===== src/rtl/cso_pkg.sv =====
`timescale 1ns / 1ps
// ----------------------------------------------------------------------------
// cso_pkg
// Types, sizes, codes and the arrow sprite shared by the cursor overlay block.
// ----------------------------------------------------------------------------
package cso_pkg;

    // Frame and sprite geometry
    localparam int MAX_WIDTH   = 256;
    localparam int MAX_HEIGHT  = 256;
    localparam int SPRITE_W    = 12;
    localparam int SPRITE_H    = 19;
    localparam int CELLS       = SPRITE_W * SPRITE_H;
    localparam int FRAME_DEPTH = MAX_WIDTH * MAX_HEIGHT;
    localparam int FRAME_AW    = $clog2(FRAME_DEPTH);
    localparam int PATCH_AW    = $clog2(CELLS);
    localparam int XW          = $clog2(MAX_WIDTH);
    localparam int YW          = $clog2(MAX_HEIGHT);
    localparam int COL_W       = $clog2(SPRITE_W);
    localparam int ROW_W       = $clog2(SPRITE_H);

    // Field widths
    localparam int DIM_W      = 9;
    localparam int PIX_W      = 32;
    localparam int COORD_W    = 16;
    localparam int WALK_W     = COORD_W + 1;
    localparam int CFG_IDX_W  = 2;

    localparam logic [PIX_W-1:0] BORDER_COLOR = 32'h0000_0000;
    localparam logic [PIX_W-1:0] FILL_RESET   = 32'hFFFF_FFFF;
    localparam logic [DIM_W-1:0] DIM_RESET    = 9'd256;

    // Request codes
    typedef enum logic [1:0] {
        REQ_WRITE  = 2'd0,
        REQ_READ   = 2'd1,
        REQ_MOVE   = 2'd2,
        REQ_FORGET = 2'd3
    } t_req_kind;

    // Register indexes
    typedef enum logic [CFG_IDX_W-1:0] {
        CFG_WIDTH  = 2'd0,
        CFG_HEIGHT = 2'd1,
        CFG_FILL   = 2'd2
    } t_cfg_reg;

    // Sprite cell codes
    typedef enum logic [1:0] {
        CELL_CLEAR  = 2'd0,
        CELL_BORDER = 2'd1,
        CELL_FILL   = 2'd2
    } t_cell;

    // Sequencer states
    typedef enum logic [2:0] {
        ST_CLEAR,
        ST_IDLE,
        ST_PIX,
        ST_RESTORE,
        ST_FLUSH,
        ST_SAVE,
        ST_DRAW,
        ST_RESP
    } t_state;

    typedef struct packed {
        t_req_kind                  req_type;
        logic signed [COORD_W-1:0]  pos_x;
        logic signed [COORD_W-1:0]  pos_y;
        logic [PIX_W-1:0]           pixel_value;
    } t_req;

    typedef struct packed {
        logic [PIX_W-1:0] read_value;
        logic             in_screen;
    } t_res;

    // Sequencer to datapath control word
    typedef struct packed {
        logic                       clr_en;
        logic [FRAME_AW-1:0]        clr_addr;
        logic                       pix_wr;
        logic                       pix_rd;
        logic                       rest_en;
        logic                       save_en;
        logic                       draw_en;
        logic [PATCH_AW-1:0]        cell_k;
        t_cell                      code;
        logic                       resp;
        logic signed [WALK_W-1:0]   cx;
        logic signed [WALK_W-1:0]   cy;
    } t_ctrl;

    // Arrow sprite, two bits per cell, column 0 in the top bits
    localparam logic [2*SPRITE_W-1:0] SHAPE [SPRITE_H] = '{
        24'b01_00_00_00_00_00_00_00_00_00_00_00,
        24'b01_01_00_00_00_00_00_00_00_00_00_00,
        24'b01_10_01_00_00_00_00_00_00_00_00_00,
        24'b01_10_10_01_00_00_00_00_00_00_00_00,
        24'b01_10_10_10_01_00_00_00_00_00_00_00,
        24'b01_10_10_10_10_01_00_00_00_00_00_00,
        24'b01_10_10_10_10_10_01_00_00_00_00_00,
        24'b01_10_10_10_10_10_10_01_00_00_00_00,
        24'b01_10_10_10_10_10_10_10_01_00_00_00,
        24'b01_10_10_10_10_10_10_10_10_01_00_00,
        24'b01_10_10_10_10_10_10_10_10_10_01_00,
        24'b01_10_10_10_10_10_01_01_01_01_01_00,
        24'b01_10_10_01_10_10_01_00_00_00_00_00,
        24'b01_10_01_00_01_10_10_01_00_00_00_00,
        24'b01_01_00_00_01_10_10_01_00_00_00_00,
        24'b01_00_00_00_00_01_10_10_01_00_00_00,
        24'b00_00_00_00_00_01_10_10_01_00_00_00,
        24'b00_00_00_00_00_00_01_01_00_00_00_00,
        24'b00_00_00_00_00_00_00_00_00_00_00_00
    };

    // Sprite lookup for one cell
    function automatic t_cell shape_cell(input logic [ROW_W-1:0] row,
                                         input logic [COL_W-1:0] col);
        logic [2*SPRITE_W-1:0] bits;
        logic [1:0]            raw;
        t_cell                 code;
        bits = '0;
        raw  = '0;
        if (row < ROW_W'(SPRITE_H)) begin
            bits = SHAPE[row];
        end
        if (col < COL_W'(SPRITE_W)) begin
            raw = bits[2*(SPRITE_W-1-int'(col)) +: 2];
        end
        case (raw)
            CELL_BORDER: code = CELL_BORDER;
            CELL_FILL:   code = CELL_FILL;
            default:     code = CELL_CLEAR;
        endcase
        return code;
    endfunction

endpackage


===== src/rtl/cso_ctrl.sv =====
`timescale 1ns / 1ps
// ----------------------------------------------------------------------------
// cso_ctrl
// Sequencer: reset clear sweep, pixel access, and the restore / save / draw
// cell walk over the sprite window for a cursor move.
// ----------------------------------------------------------------------------
module cso_ctrl (
    input  logic              i_clk,
    input  logic              i_rst_n,
    input  logic              i_start,
    input  cso_pkg::t_req     i_req,
    output logic              o_busy,
    output cso_pkg::t_ctrl    o_ctrl
);

    cso_pkg::t_state                    r_state, n_state;
    logic [cso_pkg::FRAME_AW-1:0]       r_clr, n_clr;
    cso_pkg::t_req_kind                 r_kind, n_kind;
    logic signed [cso_pkg::COORD_W-1:0] r_lx, n_lx, r_ly, n_ly;
    logic                               r_pvalid, n_pvalid;
    logic signed [cso_pkg::COORD_W-1:0] r_nx, n_nx, r_ny, n_ny;
    logic signed [cso_pkg::WALK_W-1:0]  r_bx, n_bx, r_cx, n_cx, r_cy, n_cy;
    logic [cso_pkg::COL_W-1:0]          r_col, n_col;
    logic [cso_pkg::ROW_W-1:0]          r_row, n_row;
    logic [cso_pkg::PATCH_AW-1:0]       r_k, n_k;

    logic accept;
    logic walking;
    logic last_cell;
    logic clr_done;

    assign accept    = i_start && (r_state == cso_pkg::ST_IDLE);
    assign walking   = r_state inside {cso_pkg::ST_RESTORE, cso_pkg::ST_SAVE,
                                       cso_pkg::ST_DRAW};
    assign last_cell = (r_k == cso_pkg::PATCH_AW'(cso_pkg::CELLS - 1));
    assign clr_done  = &r_clr;

    // Next state
    always_comb begin
        n_state = r_state;
        case (r_state)
            cso_pkg::ST_CLEAR: begin
                if (clr_done) n_state = cso_pkg::ST_IDLE;
            end
            cso_pkg::ST_IDLE: begin
                if (i_start) begin
                    case (i_req.req_type)
                        cso_pkg::REQ_WRITE,
                        cso_pkg::REQ_READ:  n_state = cso_pkg::ST_PIX;
                        cso_pkg::REQ_MOVE:  n_state = r_pvalid ? cso_pkg::ST_RESTORE
                                                               : cso_pkg::ST_SAVE;
                        default:            n_state = cso_pkg::ST_RESP;
                    endcase
                end
            end
            cso_pkg::ST_PIX:     n_state = cso_pkg::ST_RESP;
            cso_pkg::ST_RESTORE: begin
                if (last_cell) n_state = cso_pkg::ST_FLUSH;
            end
            cso_pkg::ST_FLUSH:   n_state = cso_pkg::ST_SAVE;
            cso_pkg::ST_SAVE: begin
                if (last_cell) n_state = cso_pkg::ST_DRAW;
            end
            cso_pkg::ST_DRAW: begin
                if (last_cell) n_state = cso_pkg::ST_RESP;
            end
            cso_pkg::ST_RESP:    n_state = cso_pkg::ST_IDLE;
            default:             n_state = cso_pkg::ST_IDLE;
        endcase
    end

    // Cursor bookkeeping and cell walker
    always_comb begin
        n_clr    = r_clr;
        n_kind   = r_kind;
        n_lx     = r_lx;
        n_ly     = r_ly;
        n_pvalid = r_pvalid;
        n_nx     = r_nx;
        n_ny     = r_ny;
        n_bx     = r_bx;
        n_cx     = r_cx;
        n_cy     = r_cy;
        n_col    = r_col;
        n_row    = r_row;
        n_k      = r_k;
        if (r_state == cso_pkg::ST_CLEAR) begin
            n_clr = r_clr + cso_pkg::FRAME_AW'(1);
        end
        if (accept) begin
            n_kind = i_req.req_type;
            n_nx   = i_req.pos_x;
            n_ny   = i_req.pos_y;
            n_col  = '0;
            n_row  = '0;
            n_k    = '0;
            // A move with a saved patch walks the old window first
            if (i_req.req_type == cso_pkg::REQ_MOVE && r_pvalid) begin
                n_bx = cso_pkg::WALK_W'(r_lx);
                n_cx = cso_pkg::WALK_W'(r_lx);
                n_cy = cso_pkg::WALK_W'(r_ly);
            end else begin
                n_bx = cso_pkg::WALK_W'(i_req.pos_x);
                n_cx = cso_pkg::WALK_W'(i_req.pos_x);
                n_cy = cso_pkg::WALK_W'(i_req.pos_y);
            end
            if (i_req.req_type == cso_pkg::REQ_MOVE) begin
                n_lx     = i_req.pos_x;
                n_ly     = i_req.pos_y;
                n_pvalid = 1'b1;
            end else if (i_req.req_type == cso_pkg::REQ_FORGET) begin
                n_lx     = '1;
                n_ly     = '1;
                n_pvalid = 1'b0;
            end
        end else if (walking) begin
            if (last_cell) begin
                // Next phase always walks the new window
                n_bx  = cso_pkg::WALK_W'(r_nx);
                n_cx  = cso_pkg::WALK_W'(r_nx);
                n_cy  = cso_pkg::WALK_W'(r_ny);
                n_col = '0;
                n_row = '0;
                n_k   = '0;
            end else begin
                n_k = r_k + cso_pkg::PATCH_AW'(1);
                if (r_col == cso_pkg::COL_W'(cso_pkg::SPRITE_W - 1)) begin
                    n_col = '0;
                    n_cx  = r_bx;
                    n_row = r_row + cso_pkg::ROW_W'(1);
                    n_cy  = r_cy + cso_pkg::WALK_W'(1);
                end else begin
                    n_col = r_col + cso_pkg::COL_W'(1);
                    n_cx  = r_cx + cso_pkg::WALK_W'(1);
                end
            end
        end
    end

    // Outputs
    always_comb begin
        o_busy           = (r_state != cso_pkg::ST_IDLE);
        o_ctrl.clr_en    = (r_state == cso_pkg::ST_CLEAR);
        o_ctrl.clr_addr  = r_clr;
        o_ctrl.pix_wr    = (r_state == cso_pkg::ST_PIX) && (r_kind == cso_pkg::REQ_WRITE);
        o_ctrl.pix_rd    = (r_state == cso_pkg::ST_PIX) && (r_kind == cso_pkg::REQ_READ);
        o_ctrl.rest_en   = (r_state == cso_pkg::ST_RESTORE);
        o_ctrl.save_en   = (r_state == cso_pkg::ST_SAVE);
        o_ctrl.draw_en   = (r_state == cso_pkg::ST_DRAW);
        o_ctrl.cell_k    = r_k;
        o_ctrl.code      = cso_pkg::shape_cell(r_row, r_col);
        o_ctrl.resp      = (r_state == cso_pkg::ST_RESP);
        o_ctrl.cx        = r_cx;
        o_ctrl.cy        = r_cy;
    end

    // Control registers
    always_ff @(posedge i_clk) begin
        if (!i_rst_n) begin
            r_state  <= cso_pkg::ST_CLEAR;
            r_clr    <= '0;
            r_kind   <= cso_pkg::REQ_WRITE;
            r_lx     <= '1;
            r_ly     <= '1;
            r_pvalid <= 1'b0;
            r_col    <= '0;
            r_row    <= '0;
            r_k      <= '0;
        end else begin
            r_state  <= n_state;
            r_clr    <= n_clr;
            r_kind   <= n_kind;
            r_lx     <= n_lx;
            r_ly     <= n_ly;
            r_pvalid <= n_pvalid;
            r_col    <= n_col;
            r_row    <= n_row;
            r_k      <= n_k;
        end
    end

    // Walker coordinates
    always_ff @(posedge i_clk) begin
        r_nx <= n_nx;
        r_ny <= n_ny;
        r_bx <= n_bx;
        r_cx <= n_cx;
        r_cy <= n_cy;
    end

endmodule


===== config.mk =====
export PLATFORM = sky130hd
export DESIGN_NAME = cso_ctrl
export DESIGN_NICKNAME = d
export VERILOG_FILES = /design/src/rtl/cso_pkg.sv /design/src/rtl/cso_ctrl.sv
export SDC_FILE = /design/constraint.sdc
export NUM_CORES = 1
export LEC_CHECK = 0
export ABC_AREA = 0
export ABC_CLOCK_PERIOD_IN_PS = 4630
export BUFFER_PORTS_ARGS = -buffer_cell sky130_fd_sc_hd__buf_4
export CORE_AREA = 2 2 120 151
export CTS_CLUSTER_SIZE = 30
export DETAILED_ROUTE_END_ITERATION = 8
export DIE_AREA = 0 0 122 153
export PLACE_DENSITY = 0.78
export RECOVER_POWER = 50
export REMOVE_ABC_BUFFERS = 1
export SETUP_SLACK_MARGIN = 0.5
export SKIP_CTS_REPAIR_TIMING = 1
export SYNTH_ARGS = -nofsm -noshare
export SYNTH_HDL_FRONTEND = slang
export SYNTH_SLANG_ARGS = --single-unit

===== constraint.sdc =====
create_clock -name i_clk -period 4.63 [get_ports i_clk]
set_input_delay 0.6945 -clock i_clk [delete_from_list [all_inputs] [get_ports i_clk]]
set_output_delay 0.6945 -clock i_clk [all_outputs]
set_load 0.1 [all_outputs]

# [After elaboration in Yosys (flattened, before gate mapping)]
# Memories as Yosys holds them, arrays and structs flattened.
# Index checks and enable logic that the tools add are counted.
[word_totals] regBits=154 romBits=768 output_inout_bits=68 word_cells=106 memories=1
[op_classes] add_sub_neg=7 n_lt_le_gt_ge=3 n_eq_ne=21 n_shift=1 n_mux=36 bitwise_logic=2 n_reduce_logical=21
[memory_table] memory="(no name shown)" words=32 width=24 rd=1 rd_clocked_by_memory_dff=0 write_ports=0 line_no="cso_pkg.sv:127" source="bits = SHAPE[row];"
[op_table] cell="$mux W17" count=13
[op_table] cell="$mux W24" count=3
[op_table] cell="$mux W16" count=3
[op_table] cell="$add A17 B2 Y17 const B" count=2
[op_table] cell="$pmux W3 S8" count=1
[op_table] cell="$shiftx A24 B6 Y2" count=1
[op_table] cell="$mux W3" count=6
[op_table] cell="$add A16 B1 Y16 const B" count=1
[op_table] cell="$reduce_and A16 Y1" count=1
[op_table] cell="$eq A3 B3 Y1 const B" count=4
[op_table] cell="$mux W5" count=2
[op_table] cell="$add A8 B1 Y8 const B" count=1
[op_table] cell="$eq A8 B8 Y1 const B" count=1
[op_table] cell="$mux W4" count=2
[op_table] cell="$mux W8" count=1
[op_table] cell="$ne A2 B1 Y1 const B" count=4
[op_table] cell="$reduce_and A2 Y1" count=4
[op_table] cell="$reduce_bool A2 Y1" count=4
[op_table] cell="$eq A2 B1 Y1 const B" count=3
[op_table] cell="$eq A2 B2 Y1 const B" count=3
[op_table] cell="$eq A3 B2 Y1 const B" count=2
[op_table] cell="$ge A6 B6 Y1 const B" count=1
[op_table] cell="$not A5 Y6" count=1
[op_table] cell="$pmux W3 S2" count=1
[op_table] cell="other kinds (19)" count=26

# [Logic depth before layout (Yosys ltp)]
[depth] ltp_word=9 mapped_depth=9 depth_no_buf=8

# [Worst setup path before layout]
# No wires, ideal clock.
[synth_timing] kind="reg2out" from="register r_state[1]" to="output o_ctrl[48] (netlist name)" arrival_ns=3.766 required_time_ns=3.936 setup_slack_ns=0.169 path_stages_with_launch=4 cell_sequence="dfxtp_1 -> buf_2 -> nand2b_1 -> nor4b_1"
[synth_lines] item="start, declared" line_no="cso_ctrl.sv:16" source="cso_pkg::t_state r_state, n_state;"
[synth_lines] item="start signal, assigned" line_no="cso_ctrl.sv:160" source="r_state <= cso_pkg::ST_CLEAR;"
[synth_lines] item="start signal, assigned" line_no="cso_ctrl.sv:170" source="r_state <= n_state;"
[synth_lines] item="end, declared" line_no="cso_ctrl.sv:13" source="output cso_pkg::t_ctrl o_ctrl"

==> impl_metrics.tcl <==
set metrics [dict create \
    antenna_found_initial 0 \
    hold_viol_final 0 \
    clock_sinks 153 \
    placed_area_um2 8678 \
    fillers 1621 \
    fmax_mhz 268.0 \
    syn_avg_cell_area_um2 9.511 \
    status "finished, violations left" \
    root_buffer "clkbuf_16" \
    max-vdd-ir-drop_v 0.0001913 \
    start_util 0.4516 \
    drcViolationCount 0 \
    grt_overflow 0 \
    cts.clk_slew.worst_paths_ns 0.06 \
    critPathLaunchType "register" \
    power_mw 2.960 \
    fin_nets 987 \
    multiInputGateArea_um2 3612 \
    crit_required_ns 3.94 \
    cts_buffer_depth 2 \
    vias_per_cell 5.562 \
    placed_cells_incl_taps 1106 \
    ant_nets 0 \
    worstPathArrival_ns 3.04 \
    core-area_um2 17230 \
    drive_gt1_frac 0.07112 \
    worstPathMaxFanout 10 \
    grt_setup_unrepaired "false" \
    synth_top_area_frac 0.3165 \
    place_congestion 0.9145 \
    yosysSeqAreaShare 0.4992 \
    endpoint_kind "output port" \
    insertion_delay_ns 0.42 \
    first_iter_violations 450 \
    place_hpwl_mm 12.28 \
    grt_max_degree 58 \
    syn_area_um2 7780 \
    cts_buffers 17 \
    io_buffer_count 104 \
    fp.dieW_um 122 \
    area_growth_syn_to_layout_pct 14.86 \
    wirelength_mm 18.87 \
    ys_ff_latch 153 \
    setup_slack_ns 0.8980 \
    grt_pass1_wl_mm 30.99 \
    stdcell_count 1138 \
    cts_tree "yes" \
    report.final.slew_viol_count 71 \
    h-tree-depth 4 \
    synth.top_cells.by_count "138 x nand2_1, 82 x edfxtp_1, 71 x dfxtp_1, 68 x nor2_1, 43 x a21oi_1" \
    drt-met1-wl_mm 8.149 \
    post-route-period-util 0.8060 \
    synthTopCellsByArea "edfxtp_1 32%, dfxtp_1 18%, nand2_1 6.7%, nor2_1 3.3%, xnor2_1 3.3%" \
    fin_area_um2 8936 \
    finClkSkew_ns 0.008056 \
    fin_setup_tns_ns 0 \
    pre_cts_ws_ns 1.367 \
    routed.top_layer "met4" \
    power.leakage_nw 3.187 \
    die_h_um 153 \
    die_area_um2 18670 \
    routed_wire_length_per_instance_um 16.58 \
    synth_edf_count 82 \
    worst_slew_pin_slew_ns 1.777 \
    via_count 6329 \
    period_minus_slack_ns 3.732 \
    setup_viol 0 \
    violations "max-capacitance violations, max-slew violations" \
    grtUsageTotal 0.2062 \
    async_flop_share 0 \
    seqCellArea_um2 3884 \
    power_density_nw_per_um2 331.3 \
    synthCells 818 \
    n_antenna_cell 0 \
    yosysWarnings 0 \
    routed-wl-met3_um 860 \
    synthFlopType "edfxtp_1" \
    slew-limit-headroom -0.1844 \
    synth_top_area_cell "edfxtp_1" \
    yosysMostFrequentCell "nand2_1" \
    worstSetupPathType "reg2out" \
    num_rows 54 \
    hp-class "reg2reg" \
    pin_count 137 \
    drv_cap 2 \
    dr.pass1.iters 5 \
    grt_pass1_vias 6274 \
    ys_types 67 \
    wl_met2_mm 9.453 \
]
cells in the final DEF (no fill, tap or decap), types with 8 or more instances in the layout:
master,instances
a31oi_1,9
buf_4,17
o21ai_0,38
and2_1,11
xor2_1,22
ha_1,17
and3_1,24
o22ai_1,37
nand3_1,27
inv_1,12
mux2i_1,17
o211ai_1,8
a21oi_1,43
nor3_1,13
nand2_1,138
or3_1,8
clkbuf_1,95
xnor2_1,29
clkbuf_16,17
and2_0,10
nand4_1,12
nor2_1,68
edfxtp_1,82
dfxtp_1,71
layout make-up:
type                    instances  area share
clock buffers                  17     0.04761
clock inverters                15     0.02296
inverters                      12    0.005041
multi-input cells             605      0.4042
flip-flops and latches        153      0.4346
well taps                     224     0.03136
repair buffers                112     0.05419
power breakdown:
part | internal, mW | leakage [nW] | switching (mW)
clock network | 0.872 | 0.308 | 0.597
registers | 1.42 | 1.26 | 0.00317
logic | 0.0185 | 1.62 | 0.0478
per-stage QoR:
step	hold slack, ns	utilization
3_5_place_dp	0.4713	0.5037
2_1_floorplan	0.4519	-
5_1_grt	0.5095	0.5187
3_3_place_gp	0.4634	0.5037
6_report	0.4838	0.5187
4_1_cts	0.4571	0.5403
registers in the layout, summed over array words and instances, names as in the netlist, 5 cells and up:
register,flops
r_bx,16
r_clr,16
r_cx,17
r_cy,17
r_k,8
r_lx,16
r_ly,16
r_nx,16
r_ny,16
r_row,5
layer usage:
| layer | global-route usage | vias up |
|---|---|---|
| li1 | - | 3128 |
| met1 | 0.2630 | 2982 |
| met2 | 0.3504 | 184 |
| met3 | 0.03433 | 35 |
| met4 | 0.07389 | 0 |
| met5 | 0 | - |
worst max-delay path: stages (launching register included):
cell and delay (ns):
dfxtp_1 0.52, ha_1 0.39, ha_1 0.25, nand3_1 0.08
a32oi_1 0.25, a2111oi_0 0.12, or4_1 0.59, nor2_1 0.12
buf_4 0.29
worst paths after layout:
kind,startpoint,end,slack [ns],cells after the start
max,r_row[1]$_SDFFE_PP0P_,o_ctrl[35],0.90,8
min reg2reg,r_kind[0]$_SDFFE_PN0P_,r_kind[0]$_SDFFE_PN0P_,0.48,2
min,r_kind[0]$_SDFFE_PN0P_,r_kind[0]$_SDFFE_PN0P_,0.48,2
max reg2reg,r_k[0]$_SDFFE_PP0P_,r_bx[3]$_DFFE_PP_,1.08,6
cells by family after synthesis:
| group | Yosys count | share of synthesized area |
|---|---|---|
| compound gates | 178 | 0.1462 |
| xor+xnor | 52 | 0.06095 |
| fa+ha+maj | 17 | 0.02734 |
| buf+inv | 60 | 0.03586 |
| flops | 153 | 0.4992 |
| mux | 18 | 0.02332 |
| simple gates | 340 | 0.2071 |
(Power assumes the default switching activity.)
