### config.mk
export PLATFORM = sky130hd
export DESIGN_NAME = cso_locate
export DESIGN_NICKNAME = d
export VERILOG_FILES = /design/src/rtl/cso_pkg.sv /design/src/rtl/cso_locate.sv
export SDC_FILE = /design/constraint.sdc
export NUM_CORES = 1
export LEC_CHECK = 0
export ABC_AREA = 1
export BUFFER_PORTS_ARGS = -buffer_cell sky130_fd_sc_hd__buf_4
export CORE_AREA = 2 2 89 91
export DETAILED_ROUTE_END_ITERATION = 10
export DIE_AREA = 0 0 91 93
export PLACE_DENSITY = 0.65
export SLEW_MARGIN = 30
export SYNTH_ARGS = -nofsm -noshare
export SYNTH_HDL_FRONTEND = slang
export SYNTH_SLANG_ARGS = --single-unit
### constraint.sdc
create_clock -name vclk -period 5.85
set_clock_uncertainty 0.2 [all_clocks]
set_input_delay 0.585 -clock vclk [all_inputs]
set_output_delay 0.585 -clock vclk [all_outputs]
set_load 0.005 [all_outputs]
### src/rtl/cso_pkg.sv
`timescale 1ns / 1ps
// ----------------------------------------------------------------------------
// cso_pkg
// Types, sizes, codes and the arrow sprite shared by the cursor overlay block.
// ----------------------------------------------------------------------------
package cso_pkg;

    // Frame and sprite geometry
    localparam int MAX_WIDTH   = 256;
    localparam int MAX_HEIGHT  = 256;
    localparam int SPRITE_W    = 12;
    localparam int SPRITE_H    = 19;
    localparam int CELLS       = SPRITE_W * SPRITE_H;
    localparam int FRAME_DEPTH = MAX_WIDTH * MAX_HEIGHT;
    localparam int FRAME_AW    = $clog2(FRAME_DEPTH);
    localparam int PATCH_AW    = $clog2(CELLS);
    localparam int XW          = $clog2(MAX_WIDTH);
    localparam int YW          = $clog2(MAX_HEIGHT);
    localparam int COL_W       = $clog2(SPRITE_W);
    localparam int ROW_W       = $clog2(SPRITE_H);

    // Field widths
    localparam int DIM_W      = 9;
    localparam int PIX_W      = 32;
    localparam int COORD_W    = 16;
    localparam int WALK_W     = COORD_W + 1;
    localparam int CFG_IDX_W  = 2;

    localparam logic [PIX_W-1:0] BORDER_COLOR = 32'h0000_0000;
    localparam logic [PIX_W-1:0] FILL_RESET   = 32'hFFFF_FFFF;
    localparam logic [DIM_W-1:0] DIM_RESET    = 9'd256;

    // Request codes
    typedef enum logic [1:0] {
        REQ_WRITE  = 2'd0,
        REQ_READ   = 2'd1,
        REQ_MOVE   = 2'd2,
        REQ_FORGET = 2'd3
    } t_req_kind;

    // Register indexes
    typedef enum logic [CFG_IDX_W-1:0] {
        CFG_WIDTH  = 2'd0,
        CFG_HEIGHT = 2'd1,
        CFG_FILL   = 2'd2
    } t_cfg_reg;

    // Sprite cell codes
    typedef enum logic [1:0] {
        CELL_CLEAR  = 2'd0,
        CELL_BORDER = 2'd1,
        CELL_FILL   = 2'd2
    } t_cell;

    // Sequencer states
    typedef enum logic [2:0] {
        ST_CLEAR,
        ST_IDLE,
        ST_PIX,
        ST_RESTORE,
        ST_FLUSH,
        ST_SAVE,
        ST_DRAW,
        ST_RESP
    } t_state;

    typedef struct packed {
        t_req_kind                  req_type;
        logic signed [COORD_W-1:0]  pos_x;
        logic signed [COORD_W-1:0]  pos_y;
        logic [PIX_W-1:0]           pixel_value;
    } t_req;

    typedef struct packed {
        logic [PIX_W-1:0] read_value;
        logic             in_screen;
    } t_res;

    // Sequencer to datapath control word
    typedef struct packed {
        logic                       clr_en;
        logic [FRAME_AW-1:0]        clr_addr;
        logic                       pix_wr;
        logic                       pix_rd;
        logic                       rest_en;
        logic                       save_en;
        logic                       draw_en;
        logic [PATCH_AW-1:0]        cell_k;
        t_cell                      code;
        logic                       resp;
        logic signed [WALK_W-1:0]   cx;
        logic signed [WALK_W-1:0]   cy;
    } t_ctrl;

    // Arrow sprite, two bits per cell, column 0 in the top bits
    localparam logic [2*SPRITE_W-1:0] SHAPE [SPRITE_H] = '{
        24'b01_00_00_00_00_00_00_00_00_00_00_00,
        24'b01_01_00_00_00_00_00_00_00_00_00_00,
        24'b01_10_01_00_00_00_00_00_00_00_00_00,
        24'b01_10_10_01_00_00_00_00_00_00_00_00,
        24'b01_10_10_10_01_00_00_00_00_00_00_00,
        24'b01_10_10_10_10_01_00_00_00_00_00_00,
        24'b01_10_10_10_10_10_01_00_00_00_00_00,
        24'b01_10_10_10_10_10_10_01_00_00_00_00,
        24'b01_10_10_10_10_10_10_10_01_00_00_00,
        24'b01_10_10_10_10_10_10_10_10_01_00_00,
        24'b01_10_10_10_10_10_10_10_10_10_01_00,
        24'b01_10_10_10_10_10_01_01_01_01_01_00,
        24'b01_10_10_01_10_10_01_00_00_00_00_00,
        24'b01_10_01_00_01_10_10_01_00_00_00_00,
        24'b01_01_00_00_01_10_10_01_00_00_00_00,
        24'b01_00_00_00_00_01_10_10_01_00_00_00,
        24'b00_00_00_00_00_01_10_10_01_00_00_00,
        24'b00_00_00_00_00_00_01_01_00_00_00_00,
        24'b00_00_00_00_00_00_00_00_00_00_00_00
    };

    // Sprite lookup for one cell
    function automatic t_cell shape_cell(input logic [ROW_W-1:0] row,
                                         input logic [COL_W-1:0] col);
        logic [2*SPRITE_W-1:0] bits;
        logic [1:0]            raw;
        t_cell                 code;
        bits = '0;
        raw  = '0;
        if (row < ROW_W'(SPRITE_H)) begin
            bits = SHAPE[row];
        end
        if (col < COL_W'(SPRITE_W)) begin
            raw = bits[2*(SPRITE_W-1-int'(col)) +: 2];
        end
        case (raw)
            CELL_BORDER: code = CELL_BORDER;
            CELL_FILL:   code = CELL_FILL;
            default:     code = CELL_CLEAR;
        endcase
        return code;
    endfunction

endpackage

### src/rtl/cso_locate.sv
`timescale 1ns / 1ps
// ----------------------------------------------------------------------------
// cso_locate
// Shared address unit: screen clip test and frame index y * width + x.
// ----------------------------------------------------------------------------
module cso_locate (
    input  logic signed [cso_pkg::WALK_W-1:0]  i_x,
    input  logic signed [cso_pkg::WALK_W-1:0]  i_y,
    input  logic [cso_pkg::DIM_W-1:0]          i_w,
    input  logic [cso_pkg::DIM_W-1:0]          i_h,
    output logic                               o_inside,
    output logic [cso_pkg::FRAME_AW-1:0]       o_idx
);

    localparam int PW = cso_pkg::YW + cso_pkg::DIM_W;

    logic [cso_pkg::WALK_W-1:0] ux;
    logic [cso_pkg::WALK_W-1:0] uy;
    logic [PW-1:0]              prod;

    assign ux = i_x;
    assign uy = i_y;

    // Clip against the effective screen (negative coordinates fail the sign test)
    assign o_inside = !ux[cso_pkg::WALK_W-1] && !uy[cso_pkg::WALK_W-1]
                   && (ux < cso_pkg::WALK_W'(i_w)) && (uy < cso_pkg::WALK_W'(i_h));

    // Row-major index; only meaningful when inside
    assign prod  = PW'(uy[cso_pkg::YW-1:0]) * PW'(i_w);
    assign o_idx = cso_pkg::FRAME_AW'(prod + PW'(ux[cso_pkg::XW-1:0]));

endmodule

-- Word level (Yosys, flattened, before mapping)
Cells that the tools add are included.
- flip-flop bits (word level): 0
- bits in latches: 0
- memory bits (writable): 0
- ROM bits: 0
- input bits: 52
- output and inout bits: 17
- logic and storage cells: 9
- memories: 0
- add/sub/neg operators: 1
- multiply operators: 1
- divide/modulo/power cells: 0
- magnitude comparators: 2
- equal/unequal tests: 0
- shift operators: 0
- muxes and demuxes: 0
- bitwise gates (word level): 0
- reduce and logical (&&, ||, !) cells: 5
- operators by type and width (operator ; count):
    $lt A17 B9 Y1 ; 2
    $add A16 B8 Y16 ; 1
    $mul A8 B9 Y16 ; 1
    $logic_and A1 B1 Y1 ; 3
    $logic_not A1 Y1 ; 2

-- Depth between registers and ports, before layout
Gate-level depths: netlist of run 1.
- depth in word-level cells: 4
- depth in mapped cells: 20
- mapped depth without buffers: 19

-- Least setup slack after synthesis of run 1
OpenSTA, ideal clock, no wires.
- path kind: input port to output port
- from: input i_y[6] (netlist bit)
- to: output o_idx[14] (netlist bit)
- arrival: 4.062 ns
- data required time: 5.065 ns
- setup slack: 1.003 ns
- stages on the path: 16
- buffers on the path: 1
- cells stage by stage: clkbuf_1 nand2_1 fa_1 fa_1 inv_1 fa_1 inv_1 fa_1 inv_1 ha_1 a21oi_1 nor2_1 o21ai_0 nand3_1 nand2_1 nand2_1
- longest elaborated chain between the ends: 2
- RTL lines (what ; RTL line ; text):
    start, declared ; cso_locate.sv:8 ; input logic signed [cso_pkg::WALK_W-1:0] i_y,
    $mul A8 B9 Y16 ; cso_locate.sv:29 ; assign prod = PW'(uy[cso_pkg::YW-1:0]) * PW'(i_w);
    $add A16 B8 Y16 ; cso_locate.sv:30 ; assign o_idx = cso_pkg::FRAME_AW'(prod + PW'(ux[cso_pkg::XW-1:0]));
    end, declared ; cso_locate.sv:12 ; output logic [cso_pkg::FRAME_AW-1:0] o_idx
Every way passes these cells.

-- Final worst setup path of run 1
- from: input i_y[7] (netlist bit)
- to: output o_idx[14] (netlist bit)
The elaborated chain is that of the path after synthesis.

==> metrics.cfg, run 1 <==
[cts]
postCtsResizedCells=0
cts_hold_buf=0
postCtsSetupBuffers=0

[power_and_ir_drop]
p_int_w=0.000525
cellLeakagePower_nw=2.63
comb_power_share_pct=100.0
sw_frac_of_total_pct=53.7
p_seq_share_pct=0
power.density_nw_per_um2=294
ir_drop_mv=0.197
switchingPower_w=0.000610
clkPwrFrac_pct=0

[floorplanning]
die_w_um=91
die_area_um2=8460
core-area_um2=7530
io_pins=69
start_util_pct=43.6
fp-row-count=32
die_y_um=93

[route]
vias=3038
firstDrtPassIters=4
detail-route-antenna-nets=0
via_per_inst=4.60
wire_per_inst_um=10.7
wirelength_um=7030
remaining_drc_errors=0
drt-initial-drc-count=72

[grt]
grt.overflow.total=0
grt.total_usage_pct=17.0
grt_pass1_vias=2983
grt_max_degree=11
antenna_found_initial=0
grt_pass1_wl_um=12400

[cells_and_area]
final_cell_mix=169 x inv_1, 137 x nand2_1, 69 x buf_4, 52 x ha_1, 49 x fa_1
clock_buffers=0
final_nets=713
multi_input_area_um2=2580
insertedDiodeCount=0
design.seq.count=0
final_common_cell=inv_1
seq_area_um2=0
fill_cells=839
drive_gt1_share_pct=12.7
fin_area_um2=3860
syn2layout_area_growth_pct=17.6

[timing]
slew-limit-headroom_pct=80.1
finalSetupViolations=0
timing.hold.ws_ns=1.28
worst_pin_slew_ns=0.295
post-route-period-util_pct=87.4
tns_ns=0
finalCriticalPeriod_ns=5.12
slew_viol_final=0
hold_viol_final=0
max_freq_ghz=0.196
rsz0062_at_grt=false

[worst_setup_path]
cp.required_ns=5.07
path_class=input pin to output pin
crit_arrival_ns=4.33
critPathMaxFanout=10
start_kind=input pin
end_kind=output pin
cp-startpoint=i_y[7]

[placed_design]
dpl_cell_area_um2=3860
dp_hpwl_um=6330
gp_congestion=0.809
io_buffer_count=69

[run_status]
status=completed

[synth]
synth.largest_area_cell=fa_1
synth_fp_nets=659
synth_area_per_cell_um2=6.49
synth_cells=506
synth_top_area_share_pct=29.9
ys_top_cells_by_area=fa_1 30%, ha_1 20%, inv_1 19%
yosysSeqAreaShare_pct=0
synth_cell_types=16
yosysWarnings=0
netlist_area_um2=3280

[min_path]
holdPathStages=3
hold_start=i_x[0]
hp-class=input pin to output pin

[flow_run]
cap_violations=0

layout make-up:
type	instances	area share, %
inverter	169	16.4
timing repair buffer	69	13.4
multi-input combinational	320	66.9
tap	102	3.31
kinds of logic (layout without fill, tap and decap cells):
logic type	count (synthesis)	after routing	share of synthesized area (%)
AO/OA/AOI/OAI	25	25	4.19
XOR/XNOR	10	10	2.67
adder cells (fa/ha/maj)	101	101	49.7
buffers and inverters	186	238	21.4
AND/OR/NAND/NOR	184	184	22.1
metrics by stage:
step	utilization (%)	power, W	setup WS (ns)	std cells
final	51.3	0.00113	0.735	660
after global routing	51.3	0.00132	0.505	660
after CTS	51.3	0.00116	0.748	660
after floorplan	-	0.000743	1.00	506
after detailed placement	51.3	0.00115	0.754	660
after global placement	51.3	0.00115	0.772	660
critical path: stages:
cell and delay [ns]:
buf_4 0.15, nand2_1 0.09, fa_1 0.51, fa_1 0.54, inv_1 0.05, fa_1 0.52
inv_1 0.05, fa_1 0.53, inv_1 0.04, ha_1 0.33, a21oi_1 0.21, nor2_1 0.08
o21ai_0 0.27, nand3_1 0.12, nand2_1 0.08, nand2_1 0.04, buf_4 0.12
final timing paths:
check,to,slack [ns]
max,o_idx[14],0.73
min,o_idx[0],1.28
power by group through the flow:
| stage | sequential (W) | combinational [W] | clock [W] |
|---|---|---|---|
| after global routing | 0 | 0.00132 | 0 |
| after CTS | 0 | 0.00116 | 0 |
| after global placement | 0 | 0.00115 | 0 |
| after detailed placement | 0 | 0.00115 | 0 |
| after floorplan | 0 | 0.000743 | 0 |
| final | 0 | 0.00113 | 0 |
synthesized netlist by cell type (5+ instances only):
cell	instances
nor2_1	28
ha_1	52
nand3_1	12
xor2_1	6
nand4_1	6
a21oi_1	16
o21ai_0	5
fa_1	49
nand2_1	137
inv_1	169
clkbuf_1	13
per-layer routing:
metal	wire (µm)	up-vias	global-route usage (%)	part of all wire, %
met4	0	0	0	0
met2	3710	68	32.3	53
met5	0	-	0	0
met3	327	0	0.725	4.7
met1	2990	1424	22.8	43
li1	-	1546	-	-
Power figures use the tool's default switching activity.
==> run 2: changes to the inputs <==
--- a/config.mk
+++ b/config.mk
@@ -9,7 +9,6 @@
 export BUFFER_PORTS_ARGS = -buffer_cell sky130_fd_sc_hd__buf_4
-export CORE_AREA = 2 2 89 91
+export CORE_AREA = 2 2 108 110
 export DETAILED_ROUTE_END_ITERATION = 10
-export DIE_AREA = 0 0 91 93
-export PLACE_DENSITY = 0.65
-export SLEW_MARGIN = 30
+export DIE_AREA = 0 0 110 112
+export PLACE_DENSITY = 0.47
 export SYNTH_ARGS = -nofsm -noshare
--- a/constraint.sdc
+++ b/constraint.sdc
@@ -4,2 +4,2 @@
 set_output_delay 0.585 -clock vclk [all_outputs]
-set_load 0.005 [all_outputs]
+set_load 0.05 [all_outputs]
==> run 2 against run 1 <==
  * Via count fell by 0.49%
  * Sequential share of layout area did not move
  * Count of clock-buffer cells in the layout did not move
  * Die area rose by 46%
  * Utilization fell by 16 points
  * Critical path depth fell by 1
  * Final cell count rose by 6.2%
  * Final area rose by 1.3%
  * Critical path type unchanged
==> metrics.cfg, run 2 (synthesized netlist as in run 1, its figures left out) <==
[placed_design]
io_buffer_count=69
dpl_cell_area_um2=3910
gp_congestion=0.858
dp_hpwl_um=6780

[cells_and_area]
syn2layout_area_growth_pct=19.1
design.seq.count=0
drive_gt1_share_pct=12.7
final_cell_mix=169 x inv_1, 137 x nand2_1, 69 x buf_4, 52 x ha_1, 49 x fa_1
insertedDiodeCount=0
final_common_cell=inv_1
clock_buffers=0
fin_area_um2=3910
final_nets=713
seq_area_um2=0

[worst_setup_path]
cp.required_ns=5.07
start_kind=input pin
endpoint=o_idx[14]
cp-startpoint=i_y[7]
path_class=input pin to output pin
crit_arrival_ns=4.37
end_kind=output pin
critPathMaxFanout=10

[route]
firstDrtPassIters=4
drt-initial-drc-count=126
remaining_drc_errors=0
wire_per_inst_um=10.8
vias=3023
wirelength_um=7560
detail-route-antenna-nets=0
via_per_inst=4.31

[power_and_ir_drop]
power.density_nw_per_um2=430
ir_drop_mv=0.495
cellLeakagePower_nw=2.63

[timing]
finalCriticalPeriod_ns=5.15
worst_pin_slew_ns=0.336
slew_viol_final=0
slew-limit-headroom_pct=77.4
finalSetupViolations=0
post-route-period-util_pct=88.1
max_freq_ghz=0.194
hold_viol_final=0
tns_ns=0
rsz0062_at_grt=false

[grt]
grt_pass1_vias=2935
grt_max_degree=11
grt.total_usage_pct=12.5
grt.overflow.total=0
grt_pass1_wl_um=12800
antenna_found_initial=0

[cts]
cts_hold_buf=0
postCtsResizedCells=0
postCtsSetupBuffers=0

[min_path]
hold_start=i_x[0]
hp-class=input pin to output pin

[floorplanning]
core-area_um2=11200
io_pins=69
die_y_um=112
die_w_um=110
die_area_um2=12300
start_util_pct=29.4
fp-row-count=39

[flow_run]
cap_violations=0

[run_status]
status=completed

==> run 2: cell counts in the layout (fill, tap and decap cells not counted) <==
No cell type changed its count.
==> run 2: per-layer routing <==
| layer | vias up | routed length (µm) | track usage [%] |
|---|---|---|---|
| li1 | 1542 | - | - |
| met1 | 1436 | 3300 | 17.2 |
| met2 | 45 | 4030 | 23.1 |
| met3 | 0 | 223 | 0.176 |
| met4 | 0 | 0 | 0 |
| met5 | - | 0 | 0 |
==> run 2: report_power, final <==
part,total [W],switching (W),internal (W)
logic,0.00168,0.00114,0.000542
registers,0,0,0
clock network,0,0,0
total,0.00168,0.00114,0.000542
==> run 2: cell type report <==
cell class / instances / area (µm²)
inverters: 169 / 634
well taps: 143 / 179
multi-input cells: 320 / 2580
repair buffers: 69 / 518
fillers: 1252 / 7260
==> run 2: worst min path at each step <==
stage	cells after the start	slack (ns)	to
6_report	3	1.36	o_idx[0]
3_5_place_dp	3	1.36	o_idx[0]
5_1_grt	3	1.39	o_idx[0]
4_1_cts	3	1.36	o_idx[0]
2_1_floorplan	3	1.25	o_inside
3_3_place_gp	3	1.36	o_idx[0]
==> run 2: metrics by stage <==
step	hold slack, ns	total power, W	utilization (%)	setup slack (ns)	cells
5_1_grt	1.39	0.00186	35.0	0.436	701
6_report	1.36	0.00168	35.0	0.697	701
4_1_cts	1.36	0.00172	35.0	0.662	701
2_1_floorplan	1.25	0.00127	-	0.425	506
3_3_place_gp	1.36	0.00171	35.0	0.703	701
3_5_place_dp	1.36	0.00171	35.0	0.676	701
==> run 2: worst max-delay path, stage by stage <==
cell and delay [ns]:
buf_4 0.16, nand2_1 0.09, fa_1 0.51, fa_1 0.56, inv_1 0.06, fa_1 0.52
inv_1 0.05, fa_1 0.53, inv_1 0.04, ha_1 0.33, a21oi_1 0.21, nor2_1 0.08
o21ai_0 0.24, nand4_1 0.12, nand2_1 0.09, buf_4 0.19
==> run 3: changes to the inputs <==
Settings changed: RECOVER_POWER from default to 50.
==> run 3 against run 2 <==
  * Count of clock-buffer cells in the layout is the same
  * Sequential share of layout area is the same
  * Via count is the same
  * Critical path depth is the same
  * Utilization shrank 0.24 points
  * Final area shrank 0.67%
  * Combinational power is essentially flat
  * Fmax is essentially flat
  * Wire length is essentially flat
  * Power shrank 1.6%
  * Final cell count is the same
  * Worst setup slack is essentially flat
==> metrics.cfg, run 3 (synthesized netlist as in run 1, its figures left out) <==
[run_status]
status=completed

[timing]
worst_pin_slew_ns=0.602
tns_ns=0
post-route-period-util_pct=88.1
max_freq_ghz=0.194
slew_viol_final=0
finalSetupViolations=0
rsz0062_at_grt=false
finalCriticalPeriod_ns=5.15
slew-limit-headroom_pct=60.0
hold_viol_final=0

[worst_setup_path]
critPathMaxFanout=10
critical_path_depth=16
critPathMaxStageDelay_ns=0.56
start_kind=input pin
slowest_stage=fa_1
crit_family=adder cells
crit_top_cell=fa_1
path_class=input pin to output pin
path_buf_inv=5
crit_chain=buf_4 > nand2_1 > fa_1 > fa_1 > inv_1 > fa_1 > inv_1 > fa_1 > inv_1 > ha_1 > a21oi_1 > nor2_1 > o21ai_0 > nand4_1 > nand2_1 > buf_4
cp.required_ns=5.07
crit_arrival_ns=4.37
end_kind=output pin

[placed_design]
dp_hpwl_um=6780
dpl_cell_area_um2=3910
dp_cells=701
io_buffer_count=69
gp_congestion=0.858

[min_path]
hp-class=input pin to output pin
hold_start=i_x[16]
holdPathStages=5
min_to=o_inside

[cells_and_area]
seq_area_um2=0
finalNonFillerCells=701
syn2layout_area_growth_pct=18.3
drive_gt1_share_pct=11.5
clock_buffers=0
final_cell_mix=169 x inv_1, 137 x nand2_1, 62 x buf_4, 52 x ha_1, 49 x fa_1
design.seq.count=0
fin_area_um2=3890
final_nets=713
fill_cells=1258
final_common_cell=inv_1
insertedDiodeCount=0

[grt]
grt_pass1_wl_um=12800
grtUsageMet2_pct=23.1
grt_max_degree=11
grt.overflow.total=0
grt_use_met1_pct=17.2
grt_use_met3_pct=0.176
grt_pass1_vias=2935
grt.busiest_layer=met2
grt.total_usage_pct=12.5
antenna_found_initial=0

[route]
detail-route-antenna-nets=0
wire_per_inst_um=10.8
vias=3023
wirelength_um=7560
via_per_inst=4.31
drt-initial-drc-count=128
remaining_drc_errors=0
firstDrtPassIters=4

[flow_run]
cap_violations=0

[power_and_ir_drop]
ir_drop_mv=0.495
cellLeakagePower_nw=2.60
power.density_nw_per_um2=426

[floorplanning]
die_area_um2=12300
io_pins=69
fp-row-count=39
start_util_pct=29.4
core-area_um2=11200
die_w_um=110
die_y_um=112

[cts]
postCtsResizedCells=0
cts_hold_buf=0
postCtsSetupBuffers=0

[run 3: changes by cell type in the layout (fill, tap and decap cells not counted), sizes merged]
cell    delta
clkbuf     +7
buf        -7
[run 3: layout make-up]
cell class	count	area, µm²	share of cell area [%]
repair buffers	69	492	12.7
inverters	169	634	16.3
well taps	143	179	4.60
multi-input cells	320	2580	66.4
[run 3: where the power goes]
part,switching [W],leakage [nW],total (W),internal (W)
logic,0.00114,2.60,0.00166,0.000517
clock network,0,0,0,0
registers,0,0,0,0
[run 3: worst min-delay path: cells and delay by family]
kind | cells | cell delay, ns
buffers and inverters | 2 | 0.36
AND/OR/NAND/NOR | 3 | 0.17
[run 3: how the worst max path moves through the flow]
stage / slack (ns) / startpoint / end
5_1_grt: 0.44 / i_y[7] / o_idx[14]
3_3_place_gp: 0.70 / i_y[7] / o_idx[14]
2_1_floorplan: 0.42 / i_y[6] / o_idx[8]
6_report: 0.70 / i_y[7] / o_idx[14]
4_1_cts: 0.66 / i_y[7] / o_idx[15]
3_5_place_dp: 0.68 / i_y[7] / o_idx[15]
[run 3: metal layers]
layer	routed length (µm)	share of wire (%)
met1	3290	44
met2	4030	53
met3	235	3.1
met4	0	0
met5	0	0
[run 3: metrics by stage]
stage | hold slack [ns] | setup WS, ns | util (%) | total power [W]
floorplan | 1.25 | 0.425 | - | 0.00127
global placement | 1.36 | 0.703 | 35.0 | 0.00171
detailed placement | 1.36 | 0.676 | 35.0 | 0.00171
CTS | 1.36 | 0.662 | 35.0 | 0.00172
global route | 1.55 | 0.436 | 34.8 | 0.00183
finish | 1.51 | 0.697 | 34.8 | 0.00166
